$ cat config.mk
export PLATFORM = sky130hd
export DESIGN_NAME = atkv_ram
export DESIGN_NICKNAME = d
export VERILOG_FILES = /design/src/rtl/atkv_ram.sv
export SDC_FILE = /design/constraint.sdc
export NUM_CORES = 1
export LEC_CHECK = 0
export ABC_CLOCK_PERIOD_IN_PS = 1750
export BUFFER_PORTS_ARGS = -buffer_cell sky130_fd_sc_hd__buf_2
export CORE_MARGIN = 8
export CORE_UTILIZATION = 35
export DETAILED_ROUTE_END_ITERATION = 16
export SLEW_MARGIN = 15
export SYNTH_ARGS = -nofsm -noshare
export SYNTH_HDL_FRONTEND = slang
export SYNTH_SLANG_ARGS = --single-unit
export TNS_END_PERCENT = 30
$ cat constraint.sdc
create_clock -name clock -period 1.75 [get_ports clock]
set_clock_uncertainty 0.05 [all_clocks]
set_input_delay 0 -clock clock [delete_from_list [all_inputs] [get_ports clock]]
set_output_delay 0 -clock clock [all_outputs]
set_load 0.05 [all_outputs]
$ cat src/rtl/atkv_ram.sv
// atkv_ram: generic simple dual-port ram, one write and one registered read port
// no dependencies
module atkv_ram #(
   parameter int WIDTH = 8,
   parameter int DEPTH = 16
) (
   input  logic                     clock,
   input  logic                     wr_en,
   input  logic [$clog2(DEPTH)-1:0] wr_addr,
   input  logic [WIDTH-1:0]         wr_data,
   input  logic [$clog2(DEPTH)-1:0] rd_addr,
   output logic [WIDTH-1:0]         rd_data
);

   logic [WIDTH-1:0] mem_ff [DEPTH];

   always_ff @(posedge clock) begin
      if (wr_en) begin
         mem_ff[wr_addr] <= wr_data;
      end
      rd_data <= mem_ff[rd_addr];
   end

endmodule

== Yosys cells after proc, flatten, opt, wreduce, memory -nomap -nowiden ==
Memory sizes are Yosys's and may differ from the RTL's. A register that Yosys moved wholly into a read port is not among the register bits.
Index checks and enable logic that the tools add are counted.

* Register bits after elaboration: 0
* Memory bits (writable): 128
* Input bits: 18
* Output and inout port bits: 8
* Logic and storage cells: 3
* Memories: 1

* Mux-type cells: 2

{| class="wikitable"
|+ Memories
! memory !! depth !! width !! read ports !! clocked after memory_dff !! wr ports !! RTL line !! RTL
|-
| mem_ff || 16 || 8 || 1 || 1 || 1 || 15 || <nowiki>logic [WIDTH-1:0] mem_ff [DEPTH];</nowiki>
|}

{| class="wikitable"
|+ Operators by type and width
! kind !! number
|-
| $mux W1 || 2
|}

== Longest topological paths before layout ==
Gate-level depths: netlist (run 1).

* Depth after elaboration: 2
* Mapped depth: 5
* Depth with buffers taken out: 3

== Worst setup path after synthesis (run 1) ==
No wires, ideal clock.

* Path type: input-to-reg
* Start: input port wr_addr[2]
* End: memory mem_ff[0][0], enable pin
* Library setup time: 0.383 ns
* Arrival: 1.110 ns
* Data required time: 1.317 ns
* Setup slack: 0.207 ns
* Stages: 2
* Buffers on the path: 0
* Path through: or3b_2 > nor3_1

{| class="wikitable"
|+ RTL lines
! element !! RTL line !! RTL
|-
| start, declared || 9 || <nowiki>input logic [$clog2(DEPTH)-1:0] wr_addr,</nowiki>
|-
| end, declared || 15 ||
|}

Straight into the memory's write port.

==> results of run 1 <==
[power groups by stage]
stage | combinational, W | sequential, W | clock, W
after detailed placement | 0.000425 | 0.00374 | 0
after global placement | 0.000420 | 0.00373 | 0
after CTS | 0.000440 | 0.00367 | 0.00376
after floorplan | 0.000185 | 0.00380 | 0
after global routing | 0.000466 | 0.00367 | 0.00389
final | 0.000431 | 0.00367 | 0.00370
[kinds of logic after synthesis]
logic type / after synthesis
and+or+nand+nor: 35
DFF: 136
muxes: 32
buffers and inverters: 10
AOI/OAI and AO/OA: 16
[critical path, cell delays in order, from the launching register on]
cell,delay (ns)
sky130_fd_sc_hd__edfxtp_1,0.37
sky130_fd_sc_hd__mux4_1,0.51
sky130_fd_sc_hd__a22oi_1,0.30
sky130_fd_sc_hd__nand2_1,0.08
[final timing paths]
| check | start | to | slack (ns) | depth (start not counted) |
|---|---|---|---|---|
| hold reg to reg | mem_ff[15][3] | rd_data[3] | 0.62 | 3 |
| hold / removal | wr_addr[0] | mem_ff[4][5] | 0.10 | 3 |
| setup / recovery | mem_ff[11][2] | rd_data[2] | 0.32 | 3 |
| setup reg to reg | mem_ff[11][2] | rd_data[2] | 0.32 | 3 |
[flip-flops by register name, indices dropped and copies added (netlist names)]
signal	count
mem_ff	128
rd_data	8
[cell type report]
cell class / count / area share, %
Multi-Input combinational cell: 83 / 16.7
Clock inverter: 15 / 3.17
Clock buffer: 17 / 6.73
Timing Repair Buffer: 54 / 6.34
Tap cell: 184 / 3.64
Sequential cell: 136 / 63.4
[layout by cell type, fill, tap and decap left out, types with 3 or more instances in the layout]
master	count
sky130_fd_sc_hd__bufinv_16	4
sky130_fd_sc_hd__dlygate4sd3_1	8
sky130_fd_sc_hd__buf_4	18
sky130_fd_sc_hd__nor3_1	4
sky130_fd_sc_hd__buf_2	25
sky130_fd_sc_hd__inv_6	3
sky130_fd_sc_hd__nand2_1	9
sky130_fd_sc_hd__nor2_1	13
sky130_fd_sc_hd__clkinvlp_4	5
sky130_fd_sc_hd__buf_12	3
sky130_fd_sc_hd__clkbuf_16	17
sky130_fd_sc_hd__dfxtp_1	8
sky130_fd_sc_hd__a22oi_1	16
sky130_fd_sc_hd__edfxtp_1	128
sky130_fd_sc_hd__mux4_2	18
sky130_fd_sc_hd__mux4_1	14
[metrics by stage]
step / utilization [%] / hold WS (ns) / cells / area, µm²
after CTS: 43.6 / 0.0862 / 489 / 6320
after global routing: 43.6 / 0.115 / 489 / 6320
final: 43.6 / 0.101 / 489 / 6320
after detailed placement: 38.8 / 0.352 / 449 / 5610
after global placement: 38.8 / 0.342 / 449 / 5610
after floorplan: - / 0.0489 / 229 / 5150
[per-layer routing]
metal | part of all wire (%) | wire (µm) | vias up
li1 | - | - | 1103
met1 | 45 | 4580 | 1216
met2 | 47 | 4800 | 74
met3 | 6.6 | 670 | 11
met4 | 1.7 | 174 | 0
met5 | 0 | 0 | -
[timing repair]
action / CTS / global route
hold endpoints to repair: 128 / 0
hold buffers: 8 / 0
setup buffers: 0 / 0
setup endpoints to repair: 0 / 0
==> run_summary.xml, run 1 <==
<?xml version="1.0" encoding="UTF-8"?>
<metrics>
  <group name="cells_and_area">
    <metric name="finish.net_count" unit="">310</metric>
    <metric name="antennaDiodeCount" unit="">0</metric>
    <metric name="fillCellCount" unit="">1237</metric>
    <metric name="ff_latch_area" unit="mm²">0.00400</metric>
    <metric name="area_delta_synth_final" unit="%">22.7</metric>
    <metric name="multiInputGateArea" unit="mm²">0.00106</metric>
    <metric name="final_layout_size_suffix_gt1_share" unit="%">31.1</metric>
  </group>
  <group name="synthesis">
    <metric name="synth_compound_area_share" unit="%">2.33</metric>
    <metric name="synth-edff-count" unit="">128</metric>
    <metric name="yosysUniqueCellTypes" unit="">19</metric>
    <metric name="share_of_flip_flops_with_an_asynchronous_set_or_reset_after_synthesis" unit="%">0</metric>
    <metric name="simple_gate_portion_of_the_synthesized_area" unit="%">3.18</metric>
    <metric name="synth_most_common_cell" unit="">sky130_fd_sc_hd__edfxtp_1</metric>
    <metric name="yosys.area_share.adder" unit="%">0</metric>
    <metric name="yosys-mux-area-fraction" unit="%">15.0</metric>
    <metric name="synth_ff_type" unit="">sky130_fd_sc_hd__edfxtp_1</metric>
    <metric name="yosys.area.top_type" unit="">sky130_fd_sc_hd__edfxtp_1</metric>
    <metric name="ys_seq_area_share" unit="%">77.8</metric>
    <metric name="post_synth_instance_area" unit="mm²">0.00515</metric>
    <metric name="synth_top_cells_by_area" unit="">sky130_fd_sc_hd__edfxtp_1, sky130_fd_sc_hd__mux4_2, sky130_fd_sc_hd__mux4_1</metric>
    <metric name="xor_xnor_fraction_of_synth_area" unit="%">0</metric>
    <metric name="synth_top_family_by_area" unit="">multiplexers</metric>
    <metric name="netlist_instances" unit="">229</metric>
    <metric name="mappedNetlistNets" unit="">247</metric>
    <metric name="ys_ff_latch" unit="">136</metric>
    <metric name="synth_largest_type_area_fraction" unit="%">74.7</metric>
    <metric name="synth_area_per_cell" unit="µm²">22.5</metric>
    <metric name="post_synth_most_frequent_cells" unit="">sky130_fd_sc_hd__edfxtp_1, sky130_fd_sc_hd__mux4_2, sky130_fd_sc_hd__a22oi_1</metric>
    <metric name="synth.yosys.warnings" unit="">0</metric>
  </group>
  <group name="global_routing">
    <metric name="grt_first_pass_wirelength" unit="µm">15300</metric>
    <metric name="gr-total-overflow" unit="">0</metric>
    <metric name="globalRoute.busiestLayer" unit="">met2</metric>
    <metric name="grt_pass1_vias" unit="">2518</metric>
    <metric name="antenna_found_initial" unit="">0</metric>
    <metric name="gr-usage-met3" unit="%">3.10</metric>
    <metric name="globalRouteMet2Util" unit="%">17.8</metric>
    <metric name="use_met1" unit="%">15.3</metric>
    <metric name="groute.usage.overall" unit="%">11.7</metric>
    <metric name="grt_start_max_net_pins" unit="">26</metric>
  </group>
  <group name="power">
    <metric name="power.share.combinational" unit="%">5.5</metric>
    <metric name="power_leakage" unit="nW">2.14</metric>
    <metric name="pwr-share-seq" unit="%">47.0</metric>
    <metric name="pwr-share-clk" unit="%">47.5</metric>
    <metric name="total_power" unit="W">0.00780</metric>
    <metric name="sw_frac_of_total" unit="%">20.6</metric>
    <metric name="total_switching_power" unit="W">0.00161</metric>
    <metric name="power.internal" unit="W">0.00619</metric>
    <metric name="worst_ir_drop_on_vdd" unit="µV">808</metric>
    <metric name="pwr_density_cell" unit="mW/mm²">1230</metric>
  </group>
  <group name="timing">
    <metric name="highest_achievable_clock_rate" unit="GHz">0.699</metric>
    <metric name="fin_setup_tns" unit="ns">0</metric>
    <metric name="final.setup.worst_slack" unit="ns">0.318</metric>
    <metric name="rsz_0062_raised_after_global_routing" unit="">false</metric>
    <metric name="maxSlewViolCount" unit="">0</metric>
    <metric name="min_period" unit="ns">1.43</metric>
    <metric name="final_min_period_over_clock_period" unit="%">81.8</metric>
    <metric name="transition_time_at_the_pin_with_the_least_slew_margin" unit="ns">0.415</metric>
    <metric name="timing_hold_violations_final" unit="">0</metric>
    <metric name="timing.final.setup_violations" unit="">0</metric>
    <metric name="relSlewSlack" unit="%">72.3</metric>
  </group>
  <group name="detailed_routing">
    <metric name="via_per_inst" unit="">4.92</metric>
    <metric name="first_iter_violations" unit="">215</metric>
    <metric name="route.vias.total" unit="">2404</metric>
    <metric name="finalWirelength" unit="µm">10200</metric>
    <metric name="route.detailed.wl_per_inst" unit="µm">20.9</metric>
    <metric name="final_antenna_net_count" unit="">0</metric>
    <metric name="detailedRoute.firstPassIterationCount" unit="">5</metric>
    <metric name="drc" unit="">0</metric>
  </group>
  <group name="floorplan">
    <metric name="placementRows" unit="">44</metric>
    <metric name="placeableCoreArea" unit="mm²">0.0145</metric>
    <metric name="floorplan.io_pins" unit="">26</metric>
    <metric name="floorplan.die.width" unit="µm">137</metric>
    <metric name="floorplan.initialDensity" unit="%">35.6</metric>
    <metric name="total_die_area" unit="mm²">0.0188</metric>
    <metric name="chipHeight" unit="µm">137</metric>
  </group>
  <group name="clock_tree">
    <metric name="cts_tree" unit="">yes</metric>
    <metric name="cts_htree_levels" unit="">4</metric>
    <metric name="cts.path.max_buffers" unit="">2</metric>
    <metric name="cts.root.buffer_cell" unit="">sky130_fd_sc_hd__clkbuf_16</metric>
    <metric name="ctsResizeCount" unit="">0</metric>
    <metric name="cts.sinks" unit="">136</metric>
    <metric name="cts.clk_slew.worst_paths" unit="ns">0.06</metric>
    <metric name="clkLatencyLatePin" unit="ns">0.41</metric>
    <metric name="cts_made_buffers" unit="">17</metric>
  </group>
  <group name="run">
    <metric name="drv_cap" unit="">0</metric>
  </group>
  <group name="place">
    <metric name="post-dp-hpwl" unit="µm">6580</metric>
    <metric name="port_buffers" unit="">25</metric>
    <metric name="globalplace.congestion" unit="">0.707</metric>
    <metric name="worst_slack_after_detailed_placement" unit="ns">0.253</metric>
  </group>
  <group name="critical_path">
    <metric name="worst-setup-path-type" unit="">reg2reg</metric>
    <metric name="worst_ep_arrival_time" unit="ns">1.67</metric>
    <metric name="worst-path-max-fanout" unit="">1</metric>
    <metric name="cp-start-kind" unit="">flop</metric>
    <metric name="cp_data_required_time" unit="ns">1.99</metric>
    <metric name="endpoint_kind" unit="">flop</metric>
  </group>
  <group name="outcome">
    <metric name="result_of_the_run" unit="">finished clean</metric>
  </group>
  <group name="min_path">
    <metric name="holdCritPathClass" unit="">in2reg</metric>
  </group>
</metrics>
(Power assumes the default switching activity.)
==> inputs of run 2 (changes only) <==
- ABC_AREA: not set -> 1
- ABC_CLOCK_PERIOD_IN_PS: 1750 -> 1300
- clock period: 1.75 -> 1.3 ns (I/O delays scaled with it)
==> run 2 against run 1 <==
Effect of this change:
- synthesized cell count rose by 140%
- non-clock buffer count rose by 10
- clock power rose by 37%
- via count rose by 58%
- sequential power rose by 35%
- die area rose by 11%
- combinational power rose by 63%
- sequential cell count did not move
- synthesized area rose by 12%
==> run_summary.xml, run 2 <==
<?xml version="1.0" encoding="UTF-8"?>
<metrics>
  <group name="synthesis">
    <metric name="ys_ff_latch" unit="">136</metric>
    <metric name="post_synth_most_frequent_cells" unit="">sky130_fd_sc_hd__nand2_1, sky130_fd_sc_hd__edfxtp_1, sky130_fd_sc_hd__inv_1</metric>
    <metric name="synth_compound_area_share" unit="%">0</metric>
    <metric name="netlist_instances" unit="">551</metric>
    <metric name="synth_ff_type" unit="">sky130_fd_sc_hd__edfxtp_1</metric>
    <metric name="synth-edff-count" unit="">128</metric>
    <metric name="share_of_flip_flops_with_an_asynchronous_set_or_reset_after_synthesis" unit="%">0</metric>
    <metric name="synth_largest_type_area_fraction" unit="%">66.7</metric>
    <metric name="synth_most_common_cell" unit="">sky130_fd_sc_hd__nand2_1</metric>
    <metric name="synth.yosys.warnings" unit="">0</metric>
    <metric name="synth_area_per_cell" unit="µm²">10.5</metric>
    <metric name="synth_top_cells_by_area" unit="">sky130_fd_sc_hd__edfxtp_1, sky130_fd_sc_hd__nand2_1, sky130_fd_sc_hd__nand3_1</metric>
    <metric name="post_synth_instance_area" unit="mm²">0.00577</metric>
    <metric name="ys_seq_area_share" unit="%">69.4</metric>
    <metric name="xor_xnor_fraction_of_synth_area" unit="%">0</metric>
    <metric name="mappedNetlistNets" unit="">569</metric>
    <metric name="yosys-mux-area-fraction" unit="%">0</metric>
    <metric name="simple_gate_portion_of_the_synthesized_area" unit="%">21.0</metric>
    <metric name="yosys.area_share.adder" unit="%">0</metric>
    <metric name="yosys.area.top_type" unit="">sky130_fd_sc_hd__edfxtp_1</metric>
    <metric name="synth_top_family_by_area" unit="">simple AND/OR/NAND/NOR gates</metric>
    <metric name="yosysUniqueCellTypes" unit="">12</metric>
  </group>
  <group name="global_routing">
    <metric name="grt_first_pass_wirelength" unit="µm">20100</metric>
    <metric name="grt_start_max_net_pins" unit="">32</metric>
    <metric name="groute.usage.overall" unit="%">12.8</metric>
    <metric name="antenna_found_initial" unit="">0</metric>
    <metric name="globalRoute.busiestLayer" unit="">met2</metric>
    <metric name="globalRouteMet2Util" unit="%">22.2</metric>
    <metric name="gr-usage-met3" unit="%">2.81</metric>
    <metric name="gr-total-overflow" unit="">0</metric>
    <metric name="use_met1" unit="%">15.4</metric>
    <metric name="grt_pass1_vias" unit="">3895</metric>
  </group>
  <group name="cells_and_area">
    <metric name="mostFrequentLayoutCell" unit="">sky130_fd_sc_hd__nand2_1</metric>
    <metric name="finish.net_count" unit="">628</metric>
    <metric name="final_layout_size_suffix_gt1_share" unit="%">13.5</metric>
    <metric name="final_area" unit="mm²">0.00697</metric>
    <metric name="largest_registers" unit="">mem_ff: 128 flops, rd_data: 8 flops</metric>
    <metric name="regMostFlops" unit="">mem_ff</metric>
    <metric name="commonest_non_fill_non_tap_cells_in_the_layout" unit="">sky130_fd_sc_hd__nand2_1, sky130_fd_sc_hd__edfxtp_1, sky130_fd_sc_hd__inv_1</metric>
    <metric name="antennaDiodeCount" unit="">0</metric>
    <metric name="area_delta_synth_final" unit="%">20.8</metric>
    <metric name="utilization" unit="%">42.6</metric>
    <metric name="largest_reg_flops" unit="">128</metric>
  </group>
  <group name="critical_path">
    <metric name="worst_ep_arrival_time" unit="ns">1.47</metric>
    <metric name="worst-setup-path-type" unit="">in2reg</metric>
    <metric name="r2r-end" unit="">rd_data[4]</metric>
    <metric name="worst-r2r-setup-slack" unit="ns">0.29</metric>
    <metric name="r2r.worst_path.cells" unit="">6</metric>
    <metric name="regToRegStartpoint" unit="">mem_ff[7][4]</metric>
    <metric name="cp-start-kind" unit="">input pin</metric>
    <metric name="worst-path-max-fanout" unit="">31</metric>
    <metric name="endpoint_kind" unit="">flop</metric>
    <metric name="cp_data_required_time" unit="ns">1.60</metric>
  </group>
  <group name="detailed_routing">
    <metric name="via_per_inst" unit="">4.49</metric>
    <metric name="finalWirelength" unit="µm">12400</metric>
    <metric name="first_iter_violations" unit="">249</metric>
    <metric name="route.vias.total" unit="">3788</metric>
    <metric name="detailedRoute.firstPassIterationCount" unit="">5</metric>
    <metric name="final_antenna_net_count" unit="">0</metric>
    <metric name="route.detailed.wl_per_inst" unit="µm">14.7</metric>
    <metric name="drc" unit="">0</metric>
  </group>
  <group name="power">
    <metric name="pwr_density_cell" unit="mW/mm²">1540</metric>
    <metric name="power_leakage" unit="nW">3.01</metric>
    <metric name="worst_ir_drop_on_vdd" unit="µV">890</metric>
  </group>
  <group name="timing">
    <metric name="timing_hold_violations_final" unit="">0</metric>
    <metric name="maxSlewViolCount" unit="">0</metric>
    <metric name="highest_achievable_clock_rate" unit="GHz">0.851</metric>
    <metric name="min_period" unit="ns">1.17</metric>
    <metric name="timing.final.setup_violations" unit="">0</metric>
    <metric name="relSlewSlack" unit="%">73.7</metric>
    <metric name="transition_time_at_the_pin_with_the_least_slew_margin" unit="ns">0.394</metric>
    <metric name="final_min_period_over_clock_period" unit="%">90.4</metric>
    <metric name="rsz_0062_raised_after_global_routing" unit="">false</metric>
    <metric name="fin_setup_tns" unit="ns">0</metric>
  </group>
  <group name="clock_tree">
    <metric name="cts_tree" unit="">yes</metric>
    <metric name="cts.sinks" unit="">136</metric>
    <metric name="clkLatencyLatePin" unit="ns">0.41</metric>
    <metric name="cts_made_buffers" unit="">17</metric>
    <metric name="cts_htree_levels" unit="">4</metric>
    <metric name="cts_hold_repair.buffers" unit="">11</metric>
    <metric name="ctsResizeCount" unit="">0</metric>
    <metric name="cts.clk_slew.worst_paths" unit="ns">0.06</metric>
    <metric name="cts.repair_timing.setup_buffer_count" unit="">0</metric>
    <metric name="cts.root.buffer_cell" unit="">sky130_fd_sc_hd__clkbuf_16</metric>
    <metric name="cts.path.max_buffers" unit="">2</metric>
  </group>
  <group name="place">
    <metric name="post-dp-hpwl" unit="µm">8050</metric>
    <metric name="dpl-instance-area" unit="mm²">0.00622</metric>
    <metric name="port_buffers" unit="">25</metric>
    <metric name="globalplace.congestion" unit="">0.789</metric>
  </group>
  <group name="min_path">
    <metric name="worstHoldPathCells" unit="">4</metric>
    <metric name="timing.hold.worst_endpoint" unit="">mem_ff[2][4]</metric>
    <metric name="worst_hold_startpoint" unit="">wr_en</metric>
    <metric name="holdCritPathClass" unit="">in2reg</metric>
  </group>
  <group name="floorplan">
    <metric name="placementRows" unit="">47</metric>
    <metric name="placeableCoreArea" unit="mm²">0.0163</metric>
    <metric name="total_die_area" unit="mm²">0.0208</metric>
    <metric name="floorplan.die.width" unit="µm">144</metric>
    <metric name="floorplan.initialDensity" unit="%">35.3</metric>
    <metric name="floorplan.io_pins" unit="">26</metric>
    <metric name="chipHeight" unit="µm">144</metric>
  </group>
  <group name="run">
    <metric name="drv_cap" unit="">0</metric>
  </group>
  <group name="outcome">
    <metric name="result_of_the_run" unit="">finished clean</metric>
  </group>
</metrics>
run 2: changes by cell type after synthesis, moves of 4 or more:
cell,delta
sky130_fd_sc_hd__nand3_1,+96
sky130_fd_sc_hd__nor2_1,+4
sky130_fd_sc_hd__mux4_1,-14
sky130_fd_sc_hd__nand2_1,+164
sky130_fd_sc_hd__inv_1,+100
sky130_fd_sc_hd__nor3_1,-4
sky130_fd_sc_hd__mux4_2,-18
sky130_fd_sc_hd__buf_2,+10
sky130_fd_sc_hd__a22oi_1,-16
run 2: worst max-delay path by stage:
stage                from       endpoint  depth (start not counted)
2_1_floorplan  wr_addr[2]  mem_ff[10][0]                          2
3_3_place_gp   rd_addr[0]     rd_data[4]                          7
3_5_place_dp   rd_addr[0]     rd_data[1]                          7
4_1_cts        rd_addr[1]     rd_data[4]                          7
5_1_grt        rd_addr[1]     rd_data[4]                          7
6_report       rd_addr[1]     rd_data[4]                          7
run 2: area by class of cell:
cell class	instances	area, µm²
sequential	136	4000
clock inverter	15	208
tap	220	275
fill	1592	9380
inverter	102	383
multi-input combinational	289	1210
clock buffer	17	425
timing repair buffer	64	458
run 2: logic make-up (layout without fill, tap and decap cells):
family	after synthesis	in the layout
simple gates	289	289
flops	136	136
buf+inv	126	198
run 2: report_power, final:
part	internal [W]	leakage, nW	switching [W]	total [W]
Combinational	0.000210	1.49	0.000492	0.000702
Sequential	0.00490	1.22	0.0000321	0.00494
Clock	0.00337	0.301	0.00172	0.00508
Total	0.00848	3.01	0.00224	0.0107
run 2: worst max-delay path: stages:
cell                            delay [ns]
sky130_fd_sc_hd__dlygate4sd3_1        0.52
sky130_fd_sc_hd__buf_2                0.14
sky130_fd_sc_hd__buf_4                0.37
sky130_fd_sc_hd__nand3_1              0.12
sky130_fd_sc_hd__nand3_1              0.09
sky130_fd_sc_hd__nand3_1              0.12
sky130_fd_sc_hd__nand2_1              0.10
run 2: metrics by stage:
stage / total power (W) / instances / hold slack (ns) / setup slack (ns)
after floorplan: 0.00546 / 551 / 0.0489 / 0.299
after global placement: 0.00570 / 800 / 0.330 / 0.218
after detailed placement: 0.00571 / 800 / 0.320 / 0.189
after CTS: 0.0108 / 843 / 0.177 / 0.121
after global routing: 0.0111 / 843 / 0.197 / 0.0623
final: 0.0107 / 843 / 0.191 / 0.125
run 2: per-layer routing:
metal	routed length (µm)	up-vias
li1	-	1889
met1	5490	1806
met2	6300	78
met3	398	15
met4	185	0
met5	0	-
